[config.mk]
export PLATFORM = sky130hd
export DESIGN_NAME = bump_allocator_with_slot_table_flat
export DESIGN_NICKNAME = d
export VERILOG_FILES = /design/src/rtl/bas_pkg.sv /design/src/rtl/bas_if.sv /design/src/rtl/bump_allocator_with_slot_table.sv /design/src/rtl/bas_alu.sv /design/src/flat_wrapper.sv
export SDC_FILE = /design/constraint.sdc
export NUM_CORES = 1
export LEC_CHECK = 0
export ABC_AREA = 1
export BUFFER_PORTS_ARGS = -buffer_cell sky130_fd_sc_hd__buf_2
export CELL_PAD_IN_SITES_DETAIL_PLACEMENT = 0
export CELL_PAD_IN_SITES_GLOBAL_PLACEMENT = 1
export CORE_MARGIN = 1.5
export CORE_UTILIZATION = 40
export CTS_CLUSTER_DIAMETER = 30
export DETAILED_ROUTE_END_ITERATION = 8
export GPL_TIMING_DRIVEN = 0
export PLACE_DENSITY = 0.75
export SYNTH_ARGS = -nofsm -noshare
export SYNTH_HDL_FRONTEND = slang
export SYNTH_SLANG_ARGS = --single-unit
export TNS_END_PERCENT = 100
[constraint.sdc]
create_clock -name clk -period 7.8 [get_ports clk]
set_clock_uncertainty 0.2 [all_clocks]
set_input_delay 0.78 -clock clk [delete_from_list [all_inputs] [get_ports clk]]
set_output_delay 0.78 -clock clk [all_outputs]
set_load 0.01 [all_outputs]
[src/rtl/bas_pkg.sv]
`default_nettype none

package bas_pkg;

    // Field and datapath widths.
    localparam int ADDR_W = 24;
    localparam int LIM_W  = 25;
    localparam int WORD_W = 32;
    localparam int ALU_W  = 34;

    // Defaults for the top-level parameters.
    localparam int SLOTS_DEF        = 16;
    localparam int HEADER_BYTES_DEF = 16;

    // Request codes.
    localparam logic [1:0] OP_ALLOC   = 2'd0;
    localparam logic [1:0] OP_RELEASE = 2'd1;
    localparam logic [1:0] OP_RESIZE  = 2'd2;

    // Configuration register indexes.
    localparam logic [1:0] CFG_BLOCK_BASE    = 2'd0;
    localparam logic [1:0] CFG_MEMORY_SIZE   = 2'd1;
    localparam logic [1:0] CFG_HEAP_START    = 2'd2;
    localparam logic [1:0] CFG_INITIAL_LIMIT = 2'd3;

    // Reply words and limits.
    localparam logic [WORD_W-1:0] ERR_SPACE = 32'h8100_0000;
    localparam logic [WORD_W-1:0] ERR_SLOTS = 32'h8200_0000;
    localparam logic [WORD_W-1:0] ERR_MISS  = 32'hFFFF_FFF9;
    localparam logic [WORD_W-1:0] QUERY_MIN = 32'h0100_0000;
    localparam logic [LIM_W-1:0]  CAP_LIMIT = 25'h100_0000;
    localparam logic [LIM_W-1:0]  MEM_SIZE_RST = 25'h010_0000;

    // Header word offsets written by a resize.
    localparam logic [7:0] RSZ_LIMIT_OFF = 8'h08;
    localparam logic [7:0] RSZ_COPY_OFF  = 8'h38;

    // Operation presented to the shared adder.
    typedef struct packed {
        logic [ALU_W-1:0] a;
        logic [ALU_W-1:0] b;
        logic             sub;
    } alu_req_t;

endpackage

`default_nettype wire

[src/rtl/bas_if.sv]
`default_nettype none

// Request channel: one beat carries one allocator request.
interface bas_req_if;
    logic                        valid;
    logic                        ready;
    logic [1:0]                  op;
    logic [bas_pkg::WORD_W-1:0]  size;
    logic [bas_pkg::WORD_W-1:0]  addr;

    modport source (output valid, op, size, addr, input ready);
    modport sink   (input valid, op, size, addr, output ready);
endinterface

// Response channel: one beat carries a header write or the final reply.
interface bas_rsp_if;
    logic                        valid;
    logic                        ready;
    logic                        kind;
    logic [bas_pkg::ADDR_W-1:0]  mem_addr;
    logic [bas_pkg::WORD_W-1:0]  mem_data;
    logic [bas_pkg::WORD_W-1:0]  reply;
    logic [bas_pkg::LIM_W-1:0]   new_limit;
    logic                        last;

    modport source (output valid, kind, mem_addr, mem_data, reply, new_limit, last,
                    input ready);
    modport sink   (input valid, kind, mem_addr, mem_data, reply, new_limit, last,
                    output ready);
endinterface

`default_nettype wire

[src/rtl/bump_allocator_with_slot_table.sv]
`default_nettype none

// Bump allocator with a slot table. Requests arrive one beat at a time on req and are
// worked through by a small sequencer around one shared adder, so req is ready only when
// the block is idle. A space query ends in one reply beat; a normal allocate examines
// slots one at a time (up to SLOTS), then gives four header write beats and a reply beat;
// a release examines slots one at a time, each slot base coming from the slot memory
// through a registered read, then gives a reply beat; a normal resize gives two header
// write beats and a reply beat. Each beat holds the sequencer for as long as rsp stalls.
// Results leave through an output register, so the next request is accepted while the
// last beat still waits on rsp. Slot occupancy is kept in flip-flops cleared by reset,
// so no clearing pass follows reset.
module bump_allocator_with_slot_table
#(
    parameter int SLOTS        = bas_pkg::SLOTS_DEF,
    parameter int HEADER_BYTES = bas_pkg::HEADER_BYTES_DEF
)
(
    input  logic                       clk,
    input  logic                       rst_n,
    input  logic                       cfg_wr_en,
    input  logic [1:0]                 cfg_index,
    input  logic [bas_pkg::LIM_W-1:0]  cfg_data,
    bas_req_if.sink                    req,
    bas_rsp_if.source                  rsp
);

    localparam int AW    = bas_pkg::ALU_W;
    localparam int IDX_W = (SLOTS > 1) ? $clog2(SLOTS) : 1;
    localparam logic [IDX_W-1:0] LAST_IDX = IDX_W'(SLOTS - 1);

    typedef enum logic [20:0] {
        S_IDLE    = 21'h000001,
        S_FREE_T  = 21'h000002,
        S_FREE_D  = 21'h000004,
        S_A_SCAN  = 21'h000008,
        S_A_BASE  = 21'h000010,
        S_A_TOT   = 21'h000020,
        S_A_END   = 21'h000040,
        S_A_CHK   = 21'h000080,
        S_A_HP    = 21'h000100,
        S_A_WR    = 21'h000200,
        S_A_RET   = 21'h000400,
        S_R_KEY   = 21'h000800,
        S_R_RD    = 21'h001000,
        S_R_CMP   = 21'h002000,
        S_Z_ADDR  = 21'h004000,
        S_Z_TOT   = 21'h008000,
        S_Z_CHK   = 21'h010000,
        S_Z_AVAIL = 21'h020000,
        S_Z_HP    = 21'h040000,
        S_Z_WR    = 21'h080000,
        S_REPLY   = 21'h100000
    } state_t;

    // Control state.
    state_t                       state_reg, state_next;
    logic [IDX_W-1:0]             scan_idx_reg, scan_idx_next;
    logic [1:0]                   wr_cnt_reg, wr_cnt_next;
    logic [SLOTS-1:0]             slot_valid_reg, slot_valid_next;
    logic [bas_pkg::LIM_W-1:0]    hp_reg, hp_next;
    logic [bas_pkg::LIM_W-1:0]    bl_reg, bl_next;
    logic [bas_pkg::ADDR_W-1:0]   block_base_reg, block_base_next;
    logic [bas_pkg::LIM_W-1:0]    memory_size_reg, memory_size_next;
    logic                         out_valid_reg, out_valid_next;

    // Request and working registers.
    logic [bas_pkg::WORD_W-1:0]   size_reg, size_next;
    logic [bas_pkg::WORD_W-1:0]   addr_reg, addr_next;
    logic [25:0]                  base_reg, base_next;
    logic [32:0]                  tot_reg, tot_next;
    logic [26:0]                  sum_reg, sum_next;
    logic [bas_pkg::LIM_W-1:0]    free_reg, free_next;
    logic                         key_bad_reg, key_bad_next;
    logic [bas_pkg::WORD_W-1:0]   reply_val_reg, reply_val_next;
    logic [bas_pkg::LIM_W-1:0]    nl_val_reg, nl_val_next;
    logic [IDX_W-1:0]             slot_reg, slot_next;

    // Output register.
    logic                         out_kind_reg, out_kind_next;
    logic [bas_pkg::ADDR_W-1:0]   out_mem_addr_reg, out_mem_addr_next;
    logic [bas_pkg::WORD_W-1:0]   out_mem_data_reg, out_mem_data_next;
    logic [bas_pkg::WORD_W-1:0]   out_reply_reg, out_reply_next;
    logic [bas_pkg::LIM_W-1:0]    out_nl_reg, out_nl_next;
    logic                         out_last_reg, out_last_next;

    // Slot memory.
    logic [bas_pkg::ADDR_W-1:0]   slot_mem [SLOTS];
    logic [bas_pkg::ADDR_W-1:0]   rd_reg;
    logic                         slot_we;

    bas_pkg::alu_req_t            alu_req;
    logic [AW-1:0]                alu_res;
    logic                         alu_neg;
    logic                         out_free;
    logic [bas_pkg::LIM_W-1:0]    cap;

    bas_alu u_alu
    (
        .req (alu_req),
        .res (alu_res)
    );

    assign alu_neg   = alu_res[AW-1];
    assign out_free  = !out_valid_reg || rsp.ready;
    assign cap       = bl_reg[bas_pkg::LIM_W-1] ? bas_pkg::CAP_LIMIT : bl_reg;
    assign req.ready = (state_reg == S_IDLE);

    assign rsp.valid     = out_valid_reg;
    assign rsp.kind      = out_kind_reg;
    assign rsp.mem_addr  = out_mem_addr_reg;
    assign rsp.mem_data  = out_mem_data_reg;
    assign rsp.reply     = out_reply_reg;
    assign rsp.new_limit = out_nl_reg;
    assign rsp.last      = out_last_reg;

    // Sequencer: each arithmetic step drives the shared adder once and keeps what it needs.
    always_comb
    begin
        state_next        = state_reg;
        scan_idx_next     = scan_idx_reg;
        wr_cnt_next       = wr_cnt_reg;
        slot_valid_next   = slot_valid_reg;
        hp_next           = hp_reg;
        bl_next           = bl_reg;
        block_base_next   = block_base_reg;
        memory_size_next  = memory_size_reg;
        out_valid_next    = out_valid_reg;
        size_next         = size_reg;
        addr_next         = addr_reg;
        base_next         = base_reg;
        tot_next          = tot_reg;
        sum_next          = sum_reg;
        free_next         = free_reg;
        key_bad_next      = key_bad_reg;
        reply_val_next    = reply_val_reg;
        nl_val_next       = nl_val_reg;
        slot_next         = slot_reg;
        out_kind_next     = out_kind_reg;
        out_mem_addr_next = out_mem_addr_reg;
        out_mem_data_next = out_mem_data_reg;
        out_reply_next    = out_reply_reg;
        out_nl_next       = out_nl_reg;
        out_last_next     = out_last_reg;
        slot_we           = 1'b0;
        alu_req           = '0;

        // The downstream side takes the waiting beat.
        if (out_valid_reg && rsp.ready)
        begin
            out_valid_next = 1'b0;
        end

        unique case (state_reg)
            S_IDLE:
            begin
                if (req.valid)
                begin
                    size_next = req.size;
                    addr_next = req.addr;
                    unique case (req.op)
                        bas_pkg::OP_ALLOC:   state_next = S_FREE_T;
                        bas_pkg::OP_RELEASE: state_next = S_R_KEY;
                        bas_pkg::OP_RESIZE:  state_next = S_Z_ADDR;
                        default:             state_next = S_IDLE;
                    endcase
                end
            end

            // Free bytes: block_limit - (heap_pointer + header), floored at zero.
            S_FREE_T:
            begin
                alu_req.a  = AW'(hp_reg);
                alu_req.b  = AW'(HEADER_BYTES);
                sum_next   = alu_res[26:0];
                state_next = S_FREE_D;
            end

            S_FREE_D:
            begin
                alu_req.a   = AW'(bl_reg);
                alu_req.b   = AW'(sum_reg);
                alu_req.sub = 1'b1;
                free_next   = alu_neg ? '0 : alu_res[bas_pkg::LIM_W-1:0];
                if (size_reg >= bas_pkg::QUERY_MIN)
                begin
                    reply_val_next = {7'b0, (alu_neg ? 25'd0 : alu_res[bas_pkg::LIM_W-1:0])};
                    nl_val_next    = '0;
                    state_next     = S_REPLY;
                end
                else
                begin
                    scan_idx_next = '0;
                    state_next    = S_A_SCAN;
                end
            end

            // First empty slot, one slot a cycle.
            S_A_SCAN:
            begin
                if (!slot_valid_reg[scan_idx_reg])
                begin
                    slot_next  = scan_idx_reg;
                    state_next = S_A_BASE;
                end
                else if (scan_idx_reg == LAST_IDX)
                begin
                    reply_val_next = bas_pkg::ERR_SLOTS;
                    nl_val_next    = '0;
                    state_next     = S_REPLY;
                end
                else
                begin
                    scan_idx_next = scan_idx_reg + 1'b1;
                end
            end

            // Block base is the heap pointer rounded up to a word.
            S_A_BASE:
            begin
                alu_req.a  = AW'(hp_reg);
                alu_req.b  = AW'(2'd3);
                base_next  = {alu_res[25:2], 2'b00};
                state_next = S_A_TOT;
            end

            S_A_TOT:
            begin
                alu_req.a  = AW'(HEADER_BYTES);
                alu_req.b  = AW'(size_reg);
                tot_next   = alu_res[32:0];
                state_next = S_A_END;
            end

            S_A_END:
            begin
                alu_req.a  = AW'(base_reg);
                alu_req.b  = AW'(tot_reg);
                sum_next   = alu_res[26:0];
                state_next = S_A_CHK;
            end

            // The block must end at or below the capped block end.
            S_A_CHK:
            begin
                alu_req.a   = AW'(cap);
                alu_req.b   = AW'(sum_reg);
                alu_req.sub = 1'b1;
                if (alu_neg)
                begin
                    reply_val_next = bas_pkg::ERR_SPACE | {8'b0, free_reg[23:0]};
                    nl_val_next    = '0;
                    state_next     = S_REPLY;
                end
                else
                begin
                    slot_we                   = 1'b1;
                    slot_valid_next[slot_reg] = 1'b1;
                    state_next                = S_A_HP;
                end
            end

            S_A_HP:
            begin
                alu_req.a   = AW'(sum_reg);
                alu_req.b   = AW'(2'd3);
                hp_next     = {alu_res[bas_pkg::LIM_W-1:2], 2'b00};
                wr_cnt_next = '0;
                state_next  = S_A_WR;
            end

            // Four header words at base, base+4, base+8 and base+12.
            S_A_WR:
            begin
                alu_req.a = AW'(base_reg);
                alu_req.b = AW'({wr_cnt_reg, 2'b00});
                if (out_free)
                begin
                    out_valid_next    = 1'b1;
                    out_kind_next     = 1'b0;
                    out_mem_addr_next = alu_res[bas_pkg::ADDR_W-1:0];
                    out_reply_next    = '0;
                    out_nl_next       = '0;
                    out_last_next     = 1'b0;
                    case (wr_cnt_reg)
                        2'd1:    out_mem_data_next = {6'b0, base_reg};
                        2'd2:    out_mem_data_next = {5'b0, sum_reg};
                        default: out_mem_data_next = '0;
                    endcase
                    wr_cnt_next = wr_cnt_reg + 1'b1;
                    if (wr_cnt_reg == 2'd3)
                    begin
                        state_next = S_A_RET;
                    end
                end
            end

            S_A_RET:
            begin
                alu_req.a      = AW'(base_reg);
                alu_req.b      = AW'(HEADER_BYTES);
                reply_val_next = alu_res[bas_pkg::WORD_W-1:0];
                nl_val_next    = '0;
                state_next     = S_REPLY;
            end

            // Release: the slot base to match is addr - header.
            S_R_KEY:
            begin
                alu_req.a     = AW'(addr_reg);
                alu_req.b     = AW'(HEADER_BYTES);
                alu_req.sub   = 1'b1;
                key_bad_next  = alu_neg;
                tot_next      = {1'b0, alu_res[bas_pkg::WORD_W-1:0]};
                scan_idx_next = '0;
                state_next    = S_R_RD;
            end

            S_R_RD:
            begin
                state_next = S_R_CMP;
            end

            S_R_CMP:
            begin
                if (slot_valid_reg[scan_idx_reg] && !key_bad_reg
                    && (tot_reg[bas_pkg::WORD_W-1:0] == {8'b0, rd_reg}))
                begin
                    slot_valid_next[scan_idx_reg] = 1'b0;
                    reply_val_next                = '0;
                    nl_val_next                   = '0;
                    state_next                    = S_REPLY;
                end
                else if (scan_idx_reg == LAST_IDX)
                begin
                    reply_val_next = bas_pkg::ERR_MISS;
                    nl_val_next    = '0;
                    state_next     = S_REPLY;
                end
                else
                begin
                    scan_idx_next = scan_idx_reg + 1'b1;
                    state_next    = S_R_RD;
                end
            end

            // Resize: the address must point just past the process block header.
            S_Z_ADDR:
            begin
                alu_req.a = AW'(block_base_reg);
                alu_req.b = AW'(HEADER_BYTES);
                if (AW'(addr_reg) != alu_res)
                begin
                    reply_val_next = bas_pkg::ERR_MISS;
                    nl_val_next    = '0;
                    state_next     = S_REPLY;
                end
                else
                begin
                    state_next = S_Z_TOT;
                end
            end

            S_Z_TOT:
            begin
                alu_req.a  = AW'(HEADER_BYTES);
                alu_req.b  = AW'(size_reg);
                tot_next   = alu_res[32:0];
                state_next = S_Z_CHK;
            end

            S_Z_CHK:
            begin
                alu_req.a   = AW'(memory_size_reg);
                alu_req.b   = AW'(tot_reg);
                alu_req.sub = 1'b1;
                if (alu_neg)
                begin
                    state_next = S_Z_AVAIL;
                end
                else
                begin
                    bl_next    = tot_reg[bas_pkg::LIM_W-1:0];
                    state_next = S_Z_HP;
                end
            end

            // Too large: report what the memory could hold beyond the header.
            S_Z_AVAIL:
            begin
                alu_req.a      = AW'(memory_size_reg);
                alu_req.b      = AW'(HEADER_BYTES);
                alu_req.sub    = 1'b1;
                reply_val_next = bas_pkg::ERR_SPACE
                                 | {8'b0, (alu_neg ? 24'd0 : alu_res[23:0])};
                nl_val_next    = '0;
                state_next     = S_REPLY;
            end

            // Clamp the heap pointer to the new block end.
            S_Z_HP:
            begin
                alu_req.a   = AW'(bl_reg);
                alu_req.b   = AW'(hp_reg);
                alu_req.sub = 1'b1;
                if (alu_neg)
                begin
                    hp_next = bl_reg;
                end
                wr_cnt_next = '0;
                state_next  = S_Z_WR;
            end

            S_Z_WR:
            begin
                alu_req.a = AW'(block_base_reg);
                alu_req.b = wr_cnt_reg[0] ? AW'(bas_pkg::RSZ_COPY_OFF)
                                          : AW'(bas_pkg::RSZ_LIMIT_OFF);
                if (out_free)
                begin
                    out_valid_next    = 1'b1;
                    out_kind_next     = 1'b0;
                    out_mem_addr_next = alu_res[bas_pkg::ADDR_W-1:0];
                    out_mem_data_next = {7'b0, bl_reg};
                    out_reply_next    = '0;
                    out_nl_next       = '0;
                    out_last_next     = 1'b0;
                    wr_cnt_next       = wr_cnt_reg + 1'b1;
                    if (wr_cnt_reg == 2'd1)
                    begin
                        reply_val_next = '0;
                        nl_val_next    = bl_reg;
                        state_next     = S_REPLY;
                    end
                end
            end

            // Final reply beat.
            S_REPLY:
            begin
                if (out_free)
                begin
                    out_valid_next    = 1'b1;
                    out_kind_next     = 1'b1;
                    out_mem_addr_next = '0;
                    out_mem_data_next = '0;
                    out_reply_next    = reply_val_reg;
                    out_nl_next       = nl_val_reg;
                    out_last_next     = 1'b1;
                    state_next        = S_IDLE;
                end
            end

            default:
            begin
                state_next = S_IDLE;
            end
        endcase

        // Configuration writes; heap_start and initial_limit load the live state.
        if (cfg_wr_en)
        begin
            unique case (cfg_index)
                bas_pkg::CFG_BLOCK_BASE:    block_base_next  = cfg_data[bas_pkg::ADDR_W-1:0];
                bas_pkg::CFG_MEMORY_SIZE:   memory_size_next = cfg_data;
                bas_pkg::CFG_HEAP_START:    hp_next          = cfg_data;
                bas_pkg::CFG_INITIAL_LIMIT: bl_next          = cfg_data;
                default:                    block_base_next  = block_base_reg;
            endcase
        end
    end

    // Control registers.
    always_ff @(posedge clk or negedge rst_n)
    begin
        if (!rst_n)
        begin
            state_reg       <= S_IDLE;
            scan_idx_reg    <= '0;
            wr_cnt_reg      <= '0;
            slot_valid_reg  <= '0;
            hp_reg          <= '0;
            bl_reg          <= '0;
            block_base_reg  <= '0;
            memory_size_reg <= bas_pkg::MEM_SIZE_RST;
            out_valid_reg   <= 1'b0;
        end
        else
        begin
            state_reg       <= state_next;
            scan_idx_reg    <= scan_idx_next;
            wr_cnt_reg      <= wr_cnt_next;
            slot_valid_reg  <= slot_valid_next;
            hp_reg          <= hp_next;
            bl_reg          <= bl_next;
            block_base_reg  <= block_base_next;
            memory_size_reg <= memory_size_next;
            out_valid_reg   <= out_valid_next;
        end
    end

    // Payload and working registers.
    always_ff @(posedge clk)
    begin
        size_reg         <= size_next;
        addr_reg         <= addr_next;
        base_reg         <= base_next;
        tot_reg          <= tot_next;
        sum_reg          <= sum_next;
        free_reg         <= free_next;
        key_bad_reg      <= key_bad_next;
        reply_val_reg    <= reply_val_next;
        nl_val_reg       <= nl_val_next;
        slot_reg         <= slot_next;
        out_kind_reg     <= out_kind_next;
        out_mem_addr_reg <= out_mem_addr_next;
        out_mem_data_reg <= out_mem_data_next;
        out_reply_reg    <= out_reply_next;
        out_nl_reg       <= out_nl_next;
        out_last_reg     <= out_last_next;
    end

    // Slot base memory: one write port, one registered read at the scan index.
    always_ff @(posedge clk)
    begin
        if (slot_we)
        begin
            slot_mem[slot_reg] <= base_reg[bas_pkg::ADDR_W-1:0];
        end
        rd_reg <= slot_mem[scan_idx_reg];
    end

endmodule

`default_nettype wire

[src/rtl/bas_alu.sv]
`default_nettype none

// Shared adder/subtractor used by the arithmetic steps of the sequencer.
module bas_alu
(
    input  var bas_pkg::alu_req_t         req,
    output logic [bas_pkg::ALU_W-1:0]     res
);

    // Operands are well below the top bit, so the top bit of a difference is its sign.
    always_comb
    begin
        if (req.sub)
        begin
            res = req.a - req.b;
        end
        else
        begin
            res = req.a + req.b;
        end
    end

endmodule

`default_nettype wire
[src/flat_wrapper.sv]
// flat-port wrapper written by rule: the top's interface ports become plain ports
module bump_allocator_with_slot_table_flat 
#(
    parameter int SLOTS        = bas_pkg::SLOTS_DEF,
    parameter int HEADER_BYTES = bas_pkg::HEADER_BYTES_DEF
)
  (clk, rst_n, cfg_wr_en, cfg_index, cfg_data, req_valid, req_op, req_size, req_addr, req_ready, rsp_valid, rsp_kind, rsp_mem_addr, rsp_mem_data, rsp_reply, rsp_new_limit, rsp_last, rsp_ready);
  bas_req_if req_i ();
  bas_rsp_if rsp_i ();
  input  logic clk;
  input  logic rst_n;
  input  logic cfg_wr_en;
  input  logic [1:0] cfg_index;
  input  logic [bas_pkg::LIM_W-1:0] cfg_data;
  input wire logic [$bits(req_i.valid)-1:0] req_valid;
  input wire logic [$bits(req_i.op)-1:0] req_op;
  input wire logic [$bits(req_i.size)-1:0] req_size;
  input wire logic [$bits(req_i.addr)-1:0] req_addr;
  output wire logic [$bits(req_i.ready)-1:0] req_ready;
  output wire logic [$bits(rsp_i.valid)-1:0] rsp_valid;
  output wire logic [$bits(rsp_i.kind)-1:0] rsp_kind;
  output wire logic [$bits(rsp_i.mem_addr)-1:0] rsp_mem_addr;
  output wire logic [$bits(rsp_i.mem_data)-1:0] rsp_mem_data;
  output wire logic [$bits(rsp_i.reply)-1:0] rsp_reply;
  output wire logic [$bits(rsp_i.new_limit)-1:0] rsp_new_limit;
  output wire logic [$bits(rsp_i.last)-1:0] rsp_last;
  input wire logic [$bits(rsp_i.ready)-1:0] rsp_ready;
  assign req_i.valid = req_valid;
  assign req_i.op = req_op;
  assign req_i.size = req_size;
  assign req_i.addr = req_addr;
  assign req_ready = req_i.ready;
  assign rsp_valid = rsp_i.valid;
  assign rsp_kind = rsp_i.kind;
  assign rsp_mem_addr = rsp_i.mem_addr;
  assign rsp_mem_data = rsp_i.mem_data;
  assign rsp_reply = rsp_i.reply;
  assign rsp_new_limit = rsp_i.new_limit;
  assign rsp_last = rsp_i.last;
  assign rsp_i.ready = rsp_ready;
  bump_allocator_with_slot_table #(.SLOTS(SLOTS), .HEADER_BYTES(HEADER_BYTES)) u_core (.clk(clk), .rst_n(rst_n), .cfg_wr_en(cfg_wr_en), .cfg_index(cfg_index), .cfg_data(cfg_data), .req(req_i), .rsp(rsp_i));
endmodule
==> key figures <==
Status
  – Outcome: completed

Min path
  – Origin of the worst min-delay path: req_addr[30]
  – Worst Hold Endpoint: u_core.addr_reg[30]
  – Min-Delay Path Depth: 1
  – Type of the tightest min-delay check: in -> reg

Logic synthesis
  – Post-synthesis instance area: 41,500 sq um
  – Mean cell area of the mapped netlist: 9.52 sq um
  – EDFF count, synth: 695
  – Register area share after synthesis: 0.600
  – Synth Register Bits: 860
  – Total number of yosys warnings: 0
  – Number of cells produced by synthesis: 4,355
  – Post-synth cell types: 59
  – Main synth FF type: sky130_fd_sc_hd__edfxtp_1
  – Async set or reset register ratio after synthesis: 0.166

Placement
  – Area post-placement: 44,600 sq um
  – Final estimated routing congestion in global placement: 1.02
  – Count of buffers from port buffering: 209
  – Half-perimeter wire length after placement: 133 mm

Worst setup path
  – Arrival time worst endpoint: 8.06 ns
  – Length in cells of the worst reg-to-reg path: 34
  – R2R Setup Slk: 0.08 ns
  – Maximum fanout along the worst path: 13
  – CP max stage delay: 0.62 ns
  – Critical path startpoint category: flip-flop
  – Endpoint type of the worst setup path: flip-flop
  – Cell with the largest stage delay on the worst path: sky130_fd_sc_hd__a221oi_1
  – Critical path start-end classification: reg -> reg
  – Crit-path most repeated cell: sky130_fd_sc_hd__nand2_1
  – Req. time, crit path: 8.13 ns
  – Origin of the critical flop-to-flop path: u_core.state_reg[0]
  – R2r endpoint: u_core.nl_val_reg[14]

Clock tree
  – Max Buffers Root-to-Sink: 3
  – Sinks on the clock net: 860
  – Number of levels the H-tree was split into: 4
  – Root buf cell: sky130_fd_sc_hd__clkbuf_16
  – Clock buffers created by TritonCTS: 182
  – Clock insertion delay at the later pin of the skew report: 0.79 ns
  – Clock slew at the register clock pins of the worst setup and hold paths: 0.05 ns
  – Clock tree from TritonCTS: built

Detailed routing
  – Wirelength per Cell: 28.2 microns
  – Total number of vias: 36,300
  – Average via count per standard cell: 5.69
  – Number of detailed-route iterations in the first pass: 7
  – Number of nets with antenna violations after routing: 0
  – DRC violations left: 0
  – Iteration-0 DRC Markers: 4,755
  – Post-Route WL: 180 mm

Timing
  – Post-Route Setup TNS: 0 ns
  – Highest attainable clock frequency: 129 MHz
  – Minimum clock period: 7.72 ns
  – Final setup vio count: 0
  – Final-report max-slew violation count: 0
  – Measured slew at the worst slew-check pin: 1.38 ns
  – Unrepaired setup endpoints after global routing: false
  – Final period util: 0.990
  – Max-Slew Margin vs Limit: 0.0822
  – Hold Worst Slack: 0.0315 ns
  – Final hold viol count: 0

Cells and area
  – Share of cells above drive strength 1: 0.146
  – Max reg flops: 352
  – Synth-to-Final Area Change: 26.7%
  – Fin util: 0.513
  – Final Net Count: 5,021
  – Non-Filler Cell Area, Final: 52,500 sq um
  – Count of filler cells inserted in the layout: 9,339
  – Leading cell types in the layout, fill and taps excluded: 884 x sky130_fd_sc_hd__nand2_1, 695 x sky130_fd_sc_hd__edfxtp_1, 581 x sky130_fd_sc_hd__inv_1
  – Most common cell after layout, fill and taps aside: sky130_fd_sc_hd__nand2_1

GRT
  – Wire length of the first global-routing pass: 249 mm
  – Via count of the first global-routing pass: 34,200
  – Global-route total usage across every layer: 0.333
  – Number of antenna violations at the first check in global routing: 8
  – Maximum number of pins on one net before global-route repair: 94
  – Total grt overflow: 0

Pwr
  – Max rail drop VDD: 226 uV
  – Leak: 0.0223 uW
  – Cell Pwr Density: 352 nW/um^2

Floorplan
  – Die width: 325 microns
  – Core region area: 102,000 sq um
  – Area of the die: 106,000 sq um
  – Ports placed on the boundary: 215
  – Initial standard-cell utilization of the core: 0.405
  – Number of rows created at floorplan: 117
  – Die Span Y: 325 microns

Flow run
  – Max Cap Viol: 0
-- worst max-delay path: cells and delay by family (launching register included) --
| family | cells | cell delay (ns) |
|---|---|---|
| buffers and inverters | 7 | 1.42 |
| DFF | 1 | 0.55 |
| and+or+nand+nor | 23 | 3.49 |
| AOI/OAI and AO/OA | 3 | 1.38 |
| adders and majority gates | 1 | 0.40 |
-- layer usage --
metal  vias to the layer above  part of all wire  GRT usage
met3                       397              0.13      0.116
met1                     17700              0.41      0.456
met2                      2298              0.42      0.478
met5                         -           0.00099    0.00453
li1                      15900                 -          -
met4                        20             0.044      0.140
-- synthesized netlist by cell type, types with 17 or more instances --
| cell | count | area, sq um |
|---|---|---|
| sky130_fd_sc_hd__nand2_1 | 891 | 3340 |
| sky130_fd_sc_hd__edfxtp_1 | 695 | 20900 |
| sky130_fd_sc_hd__inv_1 | 585 | 2200 |
| sky130_fd_sc_hd__nor2_1 | 544 | 2040 |
| sky130_fd_sc_hd__o21ai_0 | 368 | 1840 |
| sky130_fd_sc_hd__o22ai_1 | 191 | 1190 |
| sky130_fd_sc_hd__clkbuf_1 | 159 | 597 |
| sky130_fd_sc_hd__dfrtp_1 | 141 | 3530 |
| sky130_fd_sc_hd__nand3_1 | 132 | 661 |
| sky130_fd_sc_hd__a21oi_1 | 124 | 621 |
| sky130_fd_sc_hd__ha_1 | 71 | 888 |
| sky130_fd_sc_hd__nand4_1 | 45 | 282 |
| sky130_fd_sc_hd__a221oi_1 | 38 | 333 |
| sky130_fd_sc_hd__o2111ai_1 | 36 | 315 |
| sky130_fd_sc_hd__xor2_1 | 32 | 280 |
| sky130_fd_sc_hd__buf_2 | 26 | 130 |
| sky130_fd_sc_hd__a31oi_1 | 24 | 150 |
| sky130_fd_sc_hd__a41oi_1 | 23 | 201 |
| sky130_fd_sc_hd__nor3_1 | 23 | 115 |
| sky130_fd_sc_hd__dfxtp_1 | 22 | 440 |
| sky130_fd_sc_hd__nand2_2 | 19 | 119 |
| sky130_fd_sc_hd__o211ai_1 | 17 | 128 |
-- logic make-up after synthesis --
logic type | count (synthesis) | synth area share
other cells | 1 | 0.0000905
simple gates | 1695 | 0.166
compound gates | 885 | 0.128
buf+inv | 800 | 0.0747
fa+ha+maj | 73 | 0.0224
xor+xnor | 39 | 0.00824
flops | 860 | 0.600
mux | 2 | 0.000513
-- timing repair --
item | 4_1_cts | 5_1_grt
hold buffers | 66 | 0
endpoints found under the hold margin | 114 | 0
buffers inserted | 8 | 4
cloned | 7 | 0
setup endpoints to repair | 464 | 382
pin swaps | 5 | 4
resized for setup | 46 | 41
-- worst max path at each step --
stage                                           to  cells after the start            startpoint  slack (ns)
after floorplan             u_core.slot_mem[15][0]                     32  u_core.state_reg[10]        0.96
after global placement      u_core.slot_mem[15][1]                     28  u_core.state_reg[18]       -4.89
after detailed placement  u_core.reply_val_reg[28]                     30  u_core.state_reg[18]       -1.28
after CTS                  u_core.reply_val_reg[5]                     35  u_core.state_reg[18]       0.006
after global routing        u_core.slot_mem[2][10]                     29  u_core.state_reg[18]       0.004
final                        u_core.nl_val_reg[14]                     34   u_core.state_reg[0]        0.08
-- report_power, final --
part / total [uW] / switching (uW) / leakage [uW] / internal, uW
Clock: 8360 / 2760 / 0.00321 / 5600
Sequential: 5690 / 248 / 0.00826 / 5440
Combinational: 4420 / 3290 / 0.0108 / 1130
-- layout make-up --
type                       instances  area, sq um  share of cell area
inverter                         597         2250              0.0429
clock buffer                     199         4670              0.0889
clock inverter                   142         2020              0.0385
timing repair buffer             303         2160              0.0411
buffer                           200          870              0.0166
timing repair inverter             3         20.0            0.000381
antenna                            3         7.51            0.000143
sequential                       860        24900               0.474
multi-input combinational       2703        13900               0.265
tap                             1368         1710              0.0326
-- metrics by stage --
stage | power [uW] | std cells | setup WS [ns]
floorplan | 8170 | 4359 | 0.957
finish | 18500 | 6378 | 0.0753
detailed placement | 9900 | 5952 | -1.28
global route | 19000 | 6376 | 0.00441
global placement | 9880 | 5936 | -4.89
CTS | 18300 | 6373 | 0.00640
Power figures use the tool's default switching activity.
